## src/sv/ppm_pkg.sv

```systemverilog
// ----------------------------------------------------------------------------
// ppm_pkg: shared types and constants of the pedal plausibility monitor
// Level and scale widths, scale constants, the scale request passed to the
// shared divider, and configuration register indexes.
// ----------------------------------------------------------------------------
package ppm_pkg;

    localparam int LVL_W            = 12;
    localparam int FULL_SCALE       = 1000;
    localparam int SCALE_W          = $clog2(FULL_SCALE + 1);
    localparam int NUM_W            = LVL_W + SCALE_W;
    localparam int LIMIT_W          = 10;
    localparam int TIME_W           = 32;
    localparam int TIMEOUT_MS       = 100;
    localparam int BRAKE_ACTIVATION = 100;
    localparam int THROTTLE_ON      = 250;
    localparam int THROTTLE_OFF     = 50;
    localparam int CFG_IDX_W        = 3;

    typedef enum logic [CFG_IDX_W-1:0] {
        REG_ACCEL_A_MIN       = 3'd0,
        REG_ACCEL_A_MAX       = 3'd1,
        REG_ACCEL_B_MIN       = 3'd2,
        REG_ACCEL_B_MAX       = 3'd3,
        REG_BRAKE_MIN         = 3'd4,
        REG_BRAKE_MAX         = 3'd5,
        REG_DISCONNECT_CUTOFF = 3'd6,
        REG_APPS_DIFF_LIMIT   = 3'd7
    } cfg_idx_t;

    typedef struct packed {
        logic [LVL_W-1:0] level;
        logic [LVL_W-1:0] lo;
        logic [LVL_W-1:0] hi;
        logic             brake_order;
    } scale_req_t;

endpackage

```

## src/sv/ppm_scale_unit.sv

```systemverilog
// ----------------------------------------------------------------------------
// ppm_scale_unit: shared clamp, multiply and restoring divide
// Clamps one reading to its window and returns
// floor((v - lo) * FULL_SCALE / (hi - lo)), one quotient bit per cycle.
// ----------------------------------------------------------------------------
module ppm_scale_unit
    import ppm_pkg::*;
(
    input  logic               clk,
    input  logic               rst_n,
    input  logic               start,
    input  scale_req_t         req,
    output logic               done,
    output logic [SCALE_W-1:0] quo
);

    localparam int CNT_W = $clog2(SCALE_W);

    typedef enum logic [3:0] {
        SU_IDLE = 4'b0001,
        SU_LOAD = 4'b0010,
        SU_ITER = 4'b0100,
        SU_DONE = 4'b1000
    } su_state_t;

    su_state_t          state_reg, state_next;
    logic [CNT_W-1:0]   cnt_reg, cnt_next;

    logic [NUM_W-1:0]   num_reg;
    logic [LVL_W-1:0]   div_reg;
    logic [LVL_W-1:0]   rem_reg;
    logic [SCALE_W-1:0] quo_reg;
    logic               zero_reg;

    logic [LVL_W-1:0]   clamp_lo;
    logic [LVL_W-1:0]   clamped;
    logic [LVL_W-1:0]   offset;
    logic [LVL_W-1:0]   span;
    logic [NUM_W-1:0]   product;
    logic [LVL_W:0]     trial;
    logic [LVL_W:0]     trial_diff;
    logic               trial_ge;

    // clamp order differs between pedal and brake
    always_comb
    begin
        if (req.brake_order)
        begin
            clamp_lo = (req.level > req.hi) ? req.hi : req.level;
            clamped  = (clamp_lo < req.lo) ? req.lo : clamp_lo;
        end
        else
        begin
            clamp_lo = (req.level < req.lo) ? req.lo : req.level;
            clamped  = (clamp_lo > req.hi) ? req.hi : clamp_lo;
        end
        offset  = clamped - req.lo;
        span    = req.hi - req.lo;
        product = NUM_W'(offset) * NUM_W'(FULL_SCALE);
    end

    always_comb
    begin
        trial      = {rem_reg, num_reg[SCALE_W-1]};
        trial_diff = trial - {1'b0, div_reg};
        trial_ge   = (trial >= {1'b0, div_reg});
    end

    always_comb
    begin
        state_next = state_reg;
        cnt_next   = cnt_reg;
        unique case (state_reg)
            SU_IDLE:
            begin
                if (start)
                begin
                    state_next = SU_LOAD;
                end
            end
            SU_LOAD:
            begin
                cnt_next   = '0;
                state_next = SU_ITER;
            end
            SU_ITER:
            begin
                if (cnt_reg == CNT_W'(SCALE_W - 1))
                begin
                    state_next = SU_DONE;
                end
                else
                begin
                    cnt_next = cnt_reg + 1'b1;
                end
            end
            SU_DONE:
            begin
                state_next = SU_IDLE;
            end
            default:
            begin
                state_next = SU_IDLE;
            end
        endcase
    end

    always_ff @(posedge clk or negedge rst_n)
    begin
        if (!rst_n)
        begin
            state_reg <= SU_IDLE;
            cnt_reg   <= '0;
        end
        else
        begin
            state_reg <= state_next;
            cnt_reg   <= cnt_next;
        end
    end

    always_ff @(posedge clk)
    begin
        if (state_reg == SU_IDLE && start)
        begin
            num_reg  <= product;
            div_reg  <= span;
            zero_reg <= (req.hi <= req.lo);
        end
        else if (state_reg == SU_LOAD)
        begin
            // quotient fits SCALE_W bits, so the top part is already below the divisor
            rem_reg <= num_reg[NUM_W-1:SCALE_W];
        end
        else if (state_reg == SU_ITER)
        begin
            rem_reg <= trial_ge ? trial_diff[LVL_W-1:0] : trial[LVL_W-1:0];
            quo_reg <= {quo_reg[SCALE_W-2:0], trial_ge};
            num_reg <= {num_reg[NUM_W-2:0], 1'b0};
        end
    end

    assign done = (state_reg == SU_DONE);
    assign quo  = zero_reg ? '0 : quo_reg;

endmodule

```

## src/sv/ppm_fault_timer.sv

```systemverilog
// ----------------------------------------------------------------------------
// ppm_fault_timer: fault persistence timer
// Records the time of the first faulty sample and latches the kill flag
// once the fault has lasted longer than TIMEOUT_MS.
// ----------------------------------------------------------------------------
module ppm_fault_timer
    import ppm_pkg::*;
(
    input  logic              clk,
    input  logic              rst_n,
    input  logic              en,
    input  logic              fault,
    input  logic [TIME_W-1:0] now,
    output logic              kill
);

    logic              timing_reg, timing_next;
    logic [TIME_W-1:0] since_reg, since_next;
    logic              latched_reg, latched_next;

    logic [TIME_W-1:0] since_eff;
    logic [TIME_W-1:0] elapsed;
    logic              over;

    always_comb
    begin
        since_eff    = timing_reg ? since_reg : now;
        elapsed      = now - since_eff;
        over         = (elapsed > TIME_W'(TIMEOUT_MS));
        timing_next  = timing_reg;
        since_next   = since_reg;
        latched_next = latched_reg;
        if (en)
        begin
            if (fault)
            begin
                timing_next  = 1'b1;
                since_next   = since_eff;
                latched_next = latched_reg | over;
            end
            else
            begin
                timing_next  = 1'b0;
                since_next   = '0;
                latched_next = 1'b0;
            end
        end
    end

    always_ff @(posedge clk or negedge rst_n)
    begin
        if (!rst_n)
        begin
            timing_reg  <= 1'b0;
            since_reg   <= '0;
            latched_reg <= 1'b0;
        end
        else
        begin
            timing_reg  <= timing_next;
            since_reg   <= since_next;
            latched_reg <= latched_next;
        end
    end

    assign kill = latched_reg;

endmodule

```

## src/sv/pedal_plausibility_monitor_unit.sv

```systemverilog
// ----------------------------------------------------------------------------
// pedal_plausibility_monitor_unit: accelerator and brake plausibility check
// Scales three readings through one shared divider, checks accelerator
// agreement and sensor disconnects, times faults and latches kill flags.
//
//   channel  direction  width  contents
//   s_*      in         72     accel_a_level, accel_b_level, brake_level, now_ms
//   m_*      out        40     three scaled values, five fault and kill flags
//   cfg_*    in         12     register write, index on cfg_addr
//
// each item runs through the shared divider from one accepted transfer to the
// next: a start, a load, 10 quotient steps and a done for each of the three
// readings, then an evaluate, a send and an idle state; input waits for idle
// the result sits in an output register; a stalled result holds the
// sequencer in its send state until taken
// reset clears the registers to their defaults and all fault timers
// ----------------------------------------------------------------------------
module pedal_plausibility_monitor_unit
    import ppm_pkg::*;
(
    input  logic                 clk,
    input  logic                 rst_n,
    input  logic                 s_tvalid,
    output logic                 s_tready,
    // accel_a_level[11:0], accel_b_level[23:12], brake_level[35:24],
    // now_ms[67:36], zero fill
    input  logic [71:0]          s_tdata,
    output logic                 m_tvalid,
    input  logic                 m_tready,
    // accel_a_scaled[9:0], accel_b_scaled[19:10], brake_scaled[29:20],
    // apps_fault_now[30], apps_kill[31], bse_fault_now[32], bse_kill[33],
    // overlap_kill[34], zero fill
    output logic [39:0]          m_tdata,
    input  logic                 cfg_we,
    input  logic [CFG_IDX_W-1:0] cfg_addr,
    input  logic [LVL_W-1:0]     cfg_wdata
);

    localparam int CMP_W = (SCALE_W > LIMIT_W) ? SCALE_W : LIMIT_W;

    typedef enum logic [4:0] {
        ST_IDLE  = 5'b00001,
        ST_START = 5'b00010,
        ST_WAIT  = 5'b00100,
        ST_EVAL  = 5'b01000,
        ST_SEND  = 5'b10000
    } ctl_state_t;

    typedef enum logic [1:0] {
        CH_A     = 2'd0,
        CH_B     = 2'd1,
        CH_BRAKE = 2'd2
    } channel_t;

    ctl_state_t         state_reg, state_next;
    channel_t           ch_reg, ch_next;

    logic [LVL_W-1:0]   amin_reg, amax_reg, bmin_reg, bmax_reg;
    logic [LVL_W-1:0]   rmin_reg, rmax_reg, cutoff_reg;
    logic [LIMIT_W-1:0] limit_reg;

    logic [LVL_W-1:0]   lvl_a_reg, lvl_b_reg, lvl_br_reg;
    logic [TIME_W-1:0]  now_reg;

    logic [SCALE_W-1:0] sa_reg, sb_reg, sr_reg;
    logic               apps_fault_reg, bse_fault_reg, overlap_reg, overlap_next;

    logic               m_tvalid_reg;
    logic [39:0]        m_tdata_reg;

    scale_req_t         su_req;
    logic               su_start;
    logic               su_done;
    logic [SCALE_W-1:0] su_quo;

    logic [SCALE_W-1:0] diff;
    logic               apps_fault, bse_fault, ov_set, ov_hold;
    logic               eval_en;
    logic               apps_kill, bse_kill;
    logic               out_load;

    // configuration registers
    always_ff @(posedge clk or negedge rst_n)
    begin
        if (!rst_n)
        begin
            amin_reg   <= '0;
            amax_reg   <= '1;
            bmin_reg   <= '0;
            bmax_reg   <= '1;
            rmin_reg   <= '0;
            rmax_reg   <= '1;
            cutoff_reg <= LVL_W'(100);
            limit_reg  <= LIMIT_W'(100);
        end
        else if (cfg_we)
        begin
            unique case (cfg_idx_t'(cfg_addr))
                REG_ACCEL_A_MIN:       amin_reg   <= cfg_wdata;
                REG_ACCEL_A_MAX:       amax_reg   <= cfg_wdata;
                REG_ACCEL_B_MIN:       bmin_reg   <= cfg_wdata;
                REG_ACCEL_B_MAX:       bmax_reg   <= cfg_wdata;
                REG_BRAKE_MIN:         rmin_reg   <= cfg_wdata;
                REG_BRAKE_MAX:         rmax_reg   <= cfg_wdata;
                REG_DISCONNECT_CUTOFF: cutoff_reg <= cfg_wdata;
                REG_APPS_DIFF_LIMIT:   limit_reg  <= cfg_wdata[LIMIT_W-1:0];
                default:               ;
            endcase
        end
    end

    // operand select for the shared divider
    always_comb
    begin
        unique case (ch_reg)
            CH_A:     su_req = '{level: lvl_a_reg, lo: amin_reg, hi: amax_reg,
                                 brake_order: 1'b0};
            CH_B:     su_req = '{level: lvl_b_reg, lo: bmin_reg, hi: bmax_reg,
                                 brake_order: 1'b0};
            CH_BRAKE: su_req = '{level: lvl_br_reg, lo: rmin_reg, hi: rmax_reg,
                                 brake_order: 1'b1};
            default:  su_req = '{level: lvl_a_reg, lo: amin_reg, hi: amax_reg,
                                 brake_order: 1'b0};
        endcase
    end

    assign su_start = (state_reg == ST_START);

    ppm_scale_unit u_scale (
        .clk   (clk),
        .rst_n (rst_n),
        .start (su_start),
        .req   (su_req),
        .done  (su_done),
        .quo   (su_quo)
    );

    // plausibility checks
    always_comb
    begin
        diff       = (sa_reg >= sb_reg) ? (sa_reg - sb_reg) : (sb_reg - sa_reg);
        apps_fault = (lvl_a_reg < cutoff_reg) || (lvl_b_reg < cutoff_reg) ||
                     (CMP_W'(diff) > CMP_W'(limit_reg));
        bse_fault  = (lvl_br_reg < cutoff_reg);
        ov_set     = (sr_reg > SCALE_W'(BRAKE_ACTIVATION)) &&
                     (sa_reg > SCALE_W'(THROTTLE_ON));
        ov_hold    = overlap_reg | ov_set;
        overlap_next = ov_hold && !(sa_reg < SCALE_W'(THROTTLE_OFF));
    end

    assign eval_en = (state_reg == ST_EVAL);

    ppm_fault_timer u_apps_timer (
        .clk   (clk),
        .rst_n (rst_n),
        .en    (eval_en),
        .fault (apps_fault),
        .now   (now_reg),
        .kill  (apps_kill)
    );

    ppm_fault_timer u_bse_timer (
        .clk   (clk),
        .rst_n (rst_n),
        .en    (eval_en),
        .fault (bse_fault),
        .now   (now_reg),
        .kill  (bse_kill)
    );

    assign out_load = (state_reg == ST_SEND) && (!m_tvalid_reg || m_tready);

    // sequencer
    always_comb
    begin
        state_next = state_reg;
        ch_next    = ch_reg;
        unique case (state_reg)
            ST_IDLE:
            begin
                if (s_tvalid)
                begin
                    ch_next    = CH_A;
                    state_next = ST_START;
                end
            end
            ST_START:
            begin
                state_next = ST_WAIT;
            end
            ST_WAIT:
            begin
                if (su_done)
                begin
                    if (ch_reg == CH_BRAKE)
                    begin
                        state_next = ST_EVAL;
                    end
                    else
                    begin
                        ch_next    = (ch_reg == CH_A) ? CH_B : CH_BRAKE;
                        state_next = ST_START;
                    end
                end
            end
            ST_EVAL:
            begin
                state_next = ST_SEND;
            end
            ST_SEND:
            begin
                if (out_load)
                begin
                    state_next = ST_IDLE;
                end
            end
            default:
            begin
                state_next = ST_IDLE;
            end
        endcase
    end

    always_ff @(posedge clk or negedge rst_n)
    begin
        if (!rst_n)
        begin
            state_reg    <= ST_IDLE;
            ch_reg       <= CH_A;
            overlap_reg  <= 1'b0;
            m_tvalid_reg <= 1'b0;
        end
        else
        begin
            state_reg <= state_next;
            ch_reg    <= ch_next;
            if (eval_en)
            begin
                overlap_reg <= overlap_next;
            end
            if (out_load)
            begin
                m_tvalid_reg <= 1'b1;
            end
            else if (m_tready)
            begin
                m_tvalid_reg <= 1'b0;
            end
        end
    end

    always_ff @(posedge clk)
    begin
        if (s_tvalid && s_tready)
        begin
            lvl_a_reg  <= s_tdata[11:0];
            lvl_b_reg  <= s_tdata[23:12];
            lvl_br_reg <= s_tdata[35:24];
            now_reg    <= s_tdata[67:36];
        end
        if (state_reg == ST_WAIT && su_done)
        begin
            case (ch_reg)
                CH_A:     sa_reg <= su_quo;
                CH_B:     sb_reg <= SCALE_W'(FULL_SCALE) - su_quo;
                default:  sr_reg <= su_quo;
            endcase
        end
        if (eval_en)
        begin
            apps_fault_reg <= apps_fault;
            bse_fault_reg  <= bse_fault;
        end
        if (out_load)
        begin
            m_tdata_reg <= {5'b0, overlap_reg, bse_kill, bse_fault_reg, apps_kill,
                            apps_fault_reg, sr_reg, sb_reg, sa_reg};
        end
    end

    assign s_tready = (state_reg == ST_IDLE);
    assign m_tvalid = m_tvalid_reg;
    assign m_tdata  = m_tdata_reg;

`ifndef SYNTHESIS
    a_start_after_accept: assert property (@(posedge clk) disable iff (!rst_n)
        (s_tvalid && s_tready) |=> (state_reg == ST_START && ch_reg == CH_A))
        else $error("sequencer did not start on the first reading");

    a_done_only_waiting: assert property (@(posedge clk) disable iff (!rst_n)
        su_done |-> (state_reg == ST_WAIT))
        else $error("divider finished outside the wait state");

    a_quotient_range: assert property (@(posedge clk) disable iff (!rst_n)
        su_done |-> (su_quo <= SCALE_W'(FULL_SCALE)))
        else $error("scaled value above full scale");

    a_kill_needs_fault: assert property (@(posedge clk) disable iff (!rst_n)
        (state_reg == ST_SEND) |-> ((!apps_kill || apps_fault_reg) &&
                                    (!bse_kill || bse_fault_reg)))
        else $error("kill flag set without a present fault");

    a_overlap_throttle: assert property (@(posedge clk) disable iff (!rst_n)
        (state_reg == ST_SEND) |-> (!overlap_reg || sa_reg >= SCALE_W'(THROTTLE_OFF)))
        else $error("overlap latch held with throttle released");
`endif

endmodule
```

## config.mk

```make
export PLATFORM = sky130hd
export DESIGN_NAME = pedal_plausibility_monitor_unit
export DESIGN_NICKNAME = d
export VERILOG_FILES = /design/src/sv/ppm_pkg.sv /design/src/sv/ppm_scale_unit.sv /design/src/sv/ppm_fault_timer.sv /design/src/sv/pedal_plausibility_monitor_unit.sv
export SDC_FILE = /design/constraint.sdc
export NUM_CORES = 1
export LEC_CHECK = 0
export CORE_ASPECT_RATIO = 0.6
export CORE_MARGIN = 4
export CORE_UTILIZATION = 35
export DETAILED_ROUTE_END_ITERATION = 7
export DONT_BUFFER_PORTS = 1
export PLACE_DENSITY = 0.55
export REMOVE_ABC_BUFFERS = 1
export SKIP_CTS_REPAIR_TIMING = 1
export SYNTH_ARGS = -nofsm -noshare
export SYNTH_HDL_FRONTEND = slang
export SYNTH_SLANG_ARGS = --single-unit
```

## constraint.sdc

```tcl
create_clock -name clk -period 15.55 [get_ports clk]
set_clock_uncertainty 0.1 [all_clocks]
set_input_delay 0 -clock clk [delete_from_list [all_inputs] [get_ports clk]]
set_output_delay 0 -clock clk [all_outputs]
set_load 0.02 [all_outputs]
```

Word-level counts from Yosys, hierarchy flattened --
Index checks and enable logic that the tools add are counted.
Word-level totals: word-level logic and storage cells 169, ROM bits 0, bits in writable memories 0, register bits 368, memories 0, bits in latches 0
Operators by class: eq/ne operators 27, bitwise operators 6, multiply operators 1, shift operators 0, $lt $le $gt $ge 16, reduce and logical (&&, ||, !) cells 36, $add $sub $neg 9, mux-type cells 39, divide/modulo/power cells 0
Operator list (count):
- 2-to-1 mux 32 bit | 4
- 2-to-1 mux 12 bit | 8
- case mux 37 bit (2 select lines) | 1
- 2-to-1 mux 22 bit | 3
- greater-than comparator 32 x 7 -> 1 bit (second input constant) | 2
- subtractor 32 bit | 2
- < comparator 12 bit | 5
- subtractor 12 bit | 3
- AND reduction 2 bit | 15
- case mux 5 bit (5 select lines) | 1
- greater-than comparator 12 bit | 2
- 2-to-1 mux 10 bit | 2
- subtractor 10 bit | 2
- multiplier 12 x 7 -> 19 bit (second input constant) | 1
- 2-to-1 mux 4 bit | 4
- 2-to-1 mux 5 bit | 3
- greater-or-equal comparator 13 x 12 -> 1 bit | 1
- == test 3 bit (second input constant) | 4
- <= comparator 12 bit | 1
- case mux 4 bit (3 select lines) | 1
- greater-or-equal comparator 10 bit | 1
- greater-than comparator 10 bit | 1
- greater-than comparator 10 x 7 -> 1 bit (second input constant) | 1
- greater-than comparator 10 x 8 -> 1 bit (second input constant) | 1
- other kinds (33) | 65

Logic depth before layout (Yosys ltp) --
Gate-level depths: netlist of the first run.
depth in word-level cells 10, mapped depth 61, gate-level depth less buffers 53

Cells and area by module --
Synthesis of the first run repeated with hierarchy kept, for this count alone.
Unflattened totals: cells, all modules 2504, area, all modules 25769.7 sq um
By module, submodules not included:
- pedal_plausibility_monitor_unit | cells each 801, area each 10894.2 sq um, sequential area each 6685.2 sq um, times used 1
- ppm_scale_unit | cells each 828, area each 7612.3 sq um, sequential area each 1823.0 sq um, times used 1
- ppm_fault_timer at u_bse_timer | cells each 457, area each 3711.1 sq um, sequential area each 850.8 sq um, times used 1
- ppm_fault_timer at u_apps_timer | cells each 418, area each 3552.2 sq um, sequential area each 850.8 sq um, times used 1

Worst setup path after synthesis of the first run --
OpenSTA, ideal clock, no wires.
kind register to register, start reg ch_reg[0], end reg u_scale.num_reg[21] (data pin), buffers on the path 10, data arrival time 12341 ps, stages on the path, launching flop included 58, period minus slack after synthesis 12709 ps, library setup time 267 ps, setup slack 2841 ps, cell sequence dfrtp_1 -> inv_1 -> ha_1 -> buf_4 -> buf_4 -> buf_4 -> clkbuf_1 -> clkbuf_1 -> clkbuf_1 -> nand2_1 -> o21ai_0 -> ha_1 -> a211o_1 -> a221o_1 -> a31oi_2 -> o31ai_1 -> clkbuf_1 -> clkbuf_1 -> (+22 left out) -> o21bai_1 -> a21oi_1 -> nand2b_1 -> nand2_1 -> a21oi_1 -> xnor2_1 -> inv_1 -> fa_1 -> fa_1 -> inv_1 -> fa_1 -> ha_1 -> ha_1 -> and3_1 -> a211o_1 -> a21oi_1 -> xnor2_1 -> o21ai_0
On the way: word-level cells in the longest chain between the ends 10
RTL lines:
- start, declared | line pedal_plausibility_monitor_unit.sv:56 | channel_t ch_reg, ch_next;
- start signal, assigned | line pedal_plausibility_monitor_unit.sv:236 | ch_reg <= ch_next;
- == test 2 bit or == test 2 x 1 -> 1 bit (tied branches) | line pedal_plausibility_monitor_unit.sv:115 | unique case (ch_reg)
- case mux 37 bit (2 select lines) * | line pedal_plausibility_monitor_unit.sv:115
- < comparator 12 bit or greater-than comparator 12 bit (tied branches) | line ppm_scale_unit.sv:54, ppm_scale_unit.sv:49
- 2-to-1 mux 12 bit (on tied branches) | line ppm_scale_unit.sv:54, ppm_scale_unit.sv:49
- greater-than comparator 12 bit or < comparator 12 bit (tied branches) | line ppm_scale_unit.sv:55, ppm_scale_unit.sv:50
- 2-to-1 mux 12 bit (on tied branches) | line ppm_scale_unit.sv:55, ppm_scale_unit.sv:50
- 2-to-1 mux 12 bit | line ppm_scale_unit.sv:47 | if (req.brake_order)
- subtractor 12 bit * | line ppm_scale_unit.sv:57 | offset = clamped - req.lo;
- multiplier 12 x 7 -> 19 bit * | line ppm_scale_unit.sv:59 | product = NUM_W'(offset) * NUM_W'(FULL_SCALE);
- 2-to-1 mux 22 bit * | line ppm_scale_unit.sv:124 | if (state_reg == SU_IDLE && start)
- end signal, assigned | line ppm_scale_unit.sv:126 | num_reg <= product;
- end signal, assigned | line ppm_scale_unit.sv:139 | num_reg <= {num_reg[NUM_W-2:0], 1'b0};
- end, declared | line ppm_scale_unit.sv:29 | logic [NUM_W-1:0] num_reg;
Mark *: on every way between the ends. The rest lies on a longest branch, timed or not. A chain may end at the register's enable or synchronous reset.

Final worst setup path of the first run --
Ends and elaborated chain as after synthesis.

==> impl_metrics.py, run 1 <==
metrics = {
    "placed_design": {
        "place_area_um2": 26600,
        "numPortBuffers": 0,
        "place_congestion": 0.933,
        "dp_hpwl_mm": 55.4,
    },
    "synthesis": {
        "synthMuxAreaShare_pct": 8.15,
        "synthCells": 2517,
        "synth_top_family_by_area": "compound AO/OA/AOI/OAI gates",
        "synth_area_leaders": "edfxtp_1 22%, dfrtp_1 13%, ha_1 12%",
        "synth_xor_area_share_pct": 3.97,
        "synth.avg_cell_area_um2": 10.1,
        "synth_top_area_share_pct": 22.2,
        "ys_seq_area_share_pct": 40.0,
        "synth_warnings": 0,
        "synth-adder-area-share_pct": 15.0,
        "yosys-top-cells-count": "242 x ha_1, 232 x nand2_1, 203 x inv_1",
        "synth_flop_cell": "edfxtp_1",
        "synthMostInstantiatedCell": "ha_1",
        "synth_largest_area_cell": "edfxtp_1",
        "netlist_area_um2": 25500,
        "ys_types": 96,
        "ys_ff_latch": 368,
        "async_reset_ff_share_pct": 48.6,
        "synth-edff-count": 189,
        "synth-simple-area-share_pct": 11.0,
        "synth_compound_area_share_pct": 17.4,
    },
    "grt": {
        "grt.total_usage_pct": 18.5,
        "grt_pass1_vias": 18400,
        "grt_max_degree": 180,
        "overflow": 0,
        "antenna_found_initial": 8,
        "grt_pass1_wl_mm": 111,
    },
    "setup_path": {
        "cpMaxStageDelayCell": "ha_2",
        "path_depth": 49,
        "cp.arrival_ns": 14.07,
        "worstPathMaxFanout": 53,
        "slowest_delay_ns": 0.96,
        "crit_path_start_kind": "flop",
        "path_delay_family": "adder cells",
        "critPathKind": "flop to flop",
        "reg2reg_slack_ns": 1.69,
        "path_common_cell": "a21oi_1",
        "worst_r2r_path_depth": 49,
        "crit_required_ns": 15.76,
        "endpoint_kind": "flop",
        "cp_num_buf_inv": 6,
        "rr_endpoint": "u_scale.num_reg[21]",
        "timing.rr.start": "ch_reg[0]",
    },
    "drt": {
        "drc_errors": 0,
        "routedWlPerCell_um": 20.2,
        "via_count": 19700,
        "first_iter_violations": 1690,
        "wirelength_mm": 74.1,
        "firstDrtPassIters": 7,
        "postRouteAntennaNets": 0,
        "vias_per_cell": 5.39,
    },
    "cells_and_area": {
        "drive_gt1_share_pct": 10.8,
        "final_cell_area_um2": 29600,
        "largest_reg_flops": 35,
        "synthToLayoutAreaGrowth_pct": 15.8,
        "finalNetCount": 3028,
    },
    "clock_network": {
        "cts_buffers": 39,
        "ctsHtreeMaxLevel": 2,
        "clk_latency_ns": 0.58,
        "cts_tree": "done",
        "path_clk_slew_ns": 0.07,
        "clockRootBuffer": "clkbuf_16",
        "clkSinkCount": 368,
        "max-clock-path-buffers": 3,
    },
    "timing": {
        "worst_pin_slew_ns": 1.21,
        "rsz0062_at_grt": "false",
        "fin_crit_ns": 13.86,
        "fin_crit_sh_pct": 89.1,
        "fmax_ghz": 0.0722,
        "whs_ns": -0.134,
        "drv_slew": 0,
        "slew_headroom_pct": 19.2,
        "setup_viol_count_final": 0,
        "tns_ns": 0,
        "final-hold-violation-count": 27,
    },
    "outcome": {
        "violations": "hold timing",
        "status": "finished, violations left",
    },
    "floorplanning": {
        "start_util_pct": 35.5,
        "fp.dieH_um": 217,
        "rows": 76,
        "fp.coreArea_um2": 72000,
        "die_x_um": 357,
        "num_io_pins": 134,
        "die-area_um2": 77500,
    },
    "worst_hold_path": {
        "hold_path_class": "input pin to async pin",
    },
    "flow_run": {
        "cap_violations": 0,
    },
}
[cells in the final DEF (no fill, tap or decap), drive strengths merged, types with 33 or more instances in the layout]
| master | Yosys | routed |
|---|---|---|
| xor2 | 37 | 37 |
| edfxtp | 189 | 189 |
| ha | 242 | 242 |
| a21o | 70 | 70 |
| dfrtp | 135 | 135 |
| nand2 | 233 | 233 |
| nor2b | 40 | 40 |
| nand3 | 33 | 33 |
| mux2i | 95 | 95 |
| clkbuf | 65 | 48 |
| a22oi | 41 | 41 |
| nor2 | 127 | 127 |
| inv | 204 | 206 |
| xnor2 | 75 | 75 |
| dfstp | 44 | 44 |
| fa | 36 | 36 |
| o21ai | 154 | 154 |
| mux2 | 100 | 100 |
| o31ai | 64 | 64 |
| dlygate4sd3 | 0 | 162 |
| a21oi | 136 | 136 |
[per-layer routing]
| metal | wire length, um | part of all wire, % | track usage (%) | up-vias |
|---|---|---|---|---|
| li1 | - | - | - | 9435 |
| met1 | 40000 | 54 | 30.7 | 9653 |
| met2 | 27400 | 37 | 23.7 | 576 |
| met3 | 5530 | 7.5 | 3.93 | 75 |
| met4 | 1160 | 1.6 | 3.60 | 4 |
| met5 | 22 | 0.030 | 0 | - |
[worst max-delay path by stage]
| stage | startpoint | end |
|---|---|---|
| after floorplan | ch_reg[0] | u_scale.num_reg[21] |
| after global placement | ch_reg[1] | u_scale.num_reg[21] |
| after detailed placement | ch_reg[0] | u_scale.num_reg[21] |
| after CTS | ch_reg[0] | u_scale.num_reg[21] |
| after global routing | ch_reg[1] | u_scale.num_reg[20] |
| final | ch_reg[0] | u_scale.num_reg[21] |
[cell type report]
| type | instances | area, um^2 |
|---|---|---|
| repair buffers | 186 | 1820 |
| fillers | 6945 | 42400 |
| clock buffers | 48 | 1030 |
| diodes | 1 | 2.50 |
| clock inverters | 24 | 246 |
| multi-input cells | 1859 | 14300 |
| flip-flops and latches | 368 | 10200 |
| inverters | 204 | 766 |
| well taps | 975 | 1220 |
[logic make-up (layout without fill, tap and decap cells)]
family | count (synthesis) | after routing
flops | 368 | 368
other cells | 1 | 6
mux | 195 | 195
simple gates | 594 | 594
compound gates | 666 | 666
buf+inv | 294 | 462
fa+ha+maj | 287 | 287
xor+xnor | 112 | 112
[stage by stage]
step	setup WS, ns	cells	utilization, %
6_report	1.69	3665	41.1
5_1_grt	0.564	3665	41.1
4_1_cts	1.87	3501	38.8
3_5_place_dp	1.92	3429	37.0
2_1_floorplan	2.20	2431	-
3_3_place_gp	2.07	3429	37.0
Power of run 1 is left out: the tool's default activity adds up to more than one toggle a clock period on the data nets, which glitch-free logic cannot reach.
==> inputs of run 2 (changes only) <==
==> constraint.sdc (replaced) <==
create_clock -name clk -period 15.55 [get_ports clk]
set_clock_uncertainty 0.1 [all_clocks]
set_input_delay 1.555 -clock clk [delete_from_list [all_inputs] [get_ports clk]]
set_output_delay 1.555 -clock clk [all_outputs]
set_load 0.02 [all_outputs]
==> impl_metrics.py, run 2 (same netlist as run 1, synthesis figures left out) <==
metrics = {
    "setup_path": {
        "reg2reg_slack_ns": 2.06,
        "cp.arrival_ns": 13.70,
        "slowest_delay_ns": 0.93,
        "worstPathMaxFanout": 50,
        "endpoint_kind": "flop",
        "path_common_cell": "a21oi_1",
        "cpMaxStageDelayCell": "ha_2",
        "crit_path_start_kind": "flop",
        "crit_required_ns": 15.76,
        "critPathKind": "flop to flop",
    },
    "grt": {
        "grt_pass1_vias": 18500,
        "grt_max_degree": 180,
        "grt_pass1_wl_mm": 113,
        "grt.total_usage_pct": 18.8,
        "overflow": 0,
        "antenna_found_initial": 2,
    },
    "drt": {
        "vias_per_cell": 5.51,
        "drc_errors": 0,
        "firstDrtPassIters": 5,
        "via_count": 19300,
        "postRouteAntennaNets": 0,
        "first_iter_violations": 1807,
        "wirelength_mm": 73.7,
        "routedWlPerCell_um": 21.0,
    },
    "timing": {
        "slew_headroom_pct": 9.62,
        "drv_slew": 0,
        "fin_crit_ns": 13.49,
        "fin_crit_sh_pct": 86.7,
        "fmax_ghz": 0.0741,
        "setup_viol_count_final": 0,
        "rsz0062_at_grt": "false",
        "tns_ns": 0,
        "worst_pin_slew_ns": 1.35,
        "final-hold-violation-count": 0,
    },
    "cells_and_area": {
        "drive_gt1_share_pct": 11.7,
        "final_cell_area_um2": 28100,
        "n_fill_cell": 7021,
        "finalNetCount": 2867,
        "regArea_um2": 10200,
        "multiInputGateArea_um2": 14300,
        "synthToLayoutAreaGrowth_pct": 9.85,
        "largest_reg_flops": 35,
        "final_common_cell": "ha_1",
        "final_cell_mix": "239 x ha_1, 232 x nand2_1, 203 x inv_1, 189 x edfxtp_1, 149 x o21ai_0",
    },
    "clock_network": {
        "clockRootBuffer": "clkbuf_16",
        "ctsHtreeMaxLevel": 2,
        "clkSinkCount": 368,
        "clk_latency_ns": 0.59,
        "path_clk_slew_ns": 0.07,
        "cts_buffers": 40,
        "max-clock-path-buffers": 3,
        "cts_tree": "done",
    },
    "placed_design": {
        "place_area_um2": 26700,
        "place_congestion": 0.930,
        "numPortBuffers": 0,
        "dp_hpwl_mm": 56.4,
    },
    "floorplanning": {
        "rows": 76,
        "die-area_um2": 77500,
        "fp.dieH_um": 217,
        "num_io_pins": 134,
        "fp.coreArea_um2": 72000,
        "start_util_pct": 35.5,
        "die_x_um": 357,
    },
    "flow_run": {
        "cap_violations": 0,
    },
    "worst_hold_path": {
        "hold_path_class": "flop to flop",
    },
    "outcome": {
        "status": "finished, final reports clean",
    },
}
-- run 2: cell types whose count changed in the layout (fill, tap and decap cells not counted), moves of 2 or more --
cell	delta
clkbuf_1	-3
clkinv_2	-6
dlygate4sd3_1	-162
clkinvlp_4	+4
inv_6	+3
clkinv_4	-2
clkbuf_16	+2
clkbuf_8	+3
-- run 2: through the flow --
step	util (%)	std cells	setup WS (ns)	hold WS [ns]
floorplan	-	2431	2.20	0.300
global placement	37.0	3430	2.33	0.308
detailed placement	37.0	3430	2.21	0.317
CTS	39.0	3504	2.15	0.321
global route	39.0	3505	0.969	0.345
finish	39.0	3505	2.06	0.320
-- run 2: metal layers --
metal | vias up | share of wire (%) | track usage (%)
li1 | 9130 | - | -
met1 | 9485 | 53 | 30.6
met2 | 647 | 37 | 24.4
met3 | 63 | 8.3 | 5.17
met4 | 2 | 1.4 | 3.24
met5 | - | 0.011 | 0
-- run 2: layout make-up --
class                   instances  share of cell area [%]
inverters                     204                    2.73
diodes                          1                 0.00892
clock buffers                  50                    3.96
well taps                     975                    4.35
flip-flops and latches        368                    36.4
repair buffers                 24                   0.642
clock inverters                24                    1.04
multi-input cells            1859                    50.9
-- run 2: final timing paths --
kind,startpoint,to,cells after the start
max reg2reg,ch_reg[0],u_scale.num_reg[20],48
min in group asynchronous,rst_n,u_bse_timer.since_reg[14],0
max,ch_reg[0],u_scale.num_reg[20],48
min reg2reg,bse_fault_reg,m_tdata[32],0
max in group asynchronous,rst_n,u_bse_timer.timing_reg,0
min,bse_fault_reg,m_tdata[32],0
-- run 2: worst max-delay path, delay by kind of cell, from the launching register on --
family	cells	cell delay, ns
xor+xnor	3	0.88
simple gates	7	1.88
buf+inv	5	0.87
flops	1	0.35
compound gates	24	4.87
fa+ha+maj	9	4.18
Power of run 2 is left out for the same reason.
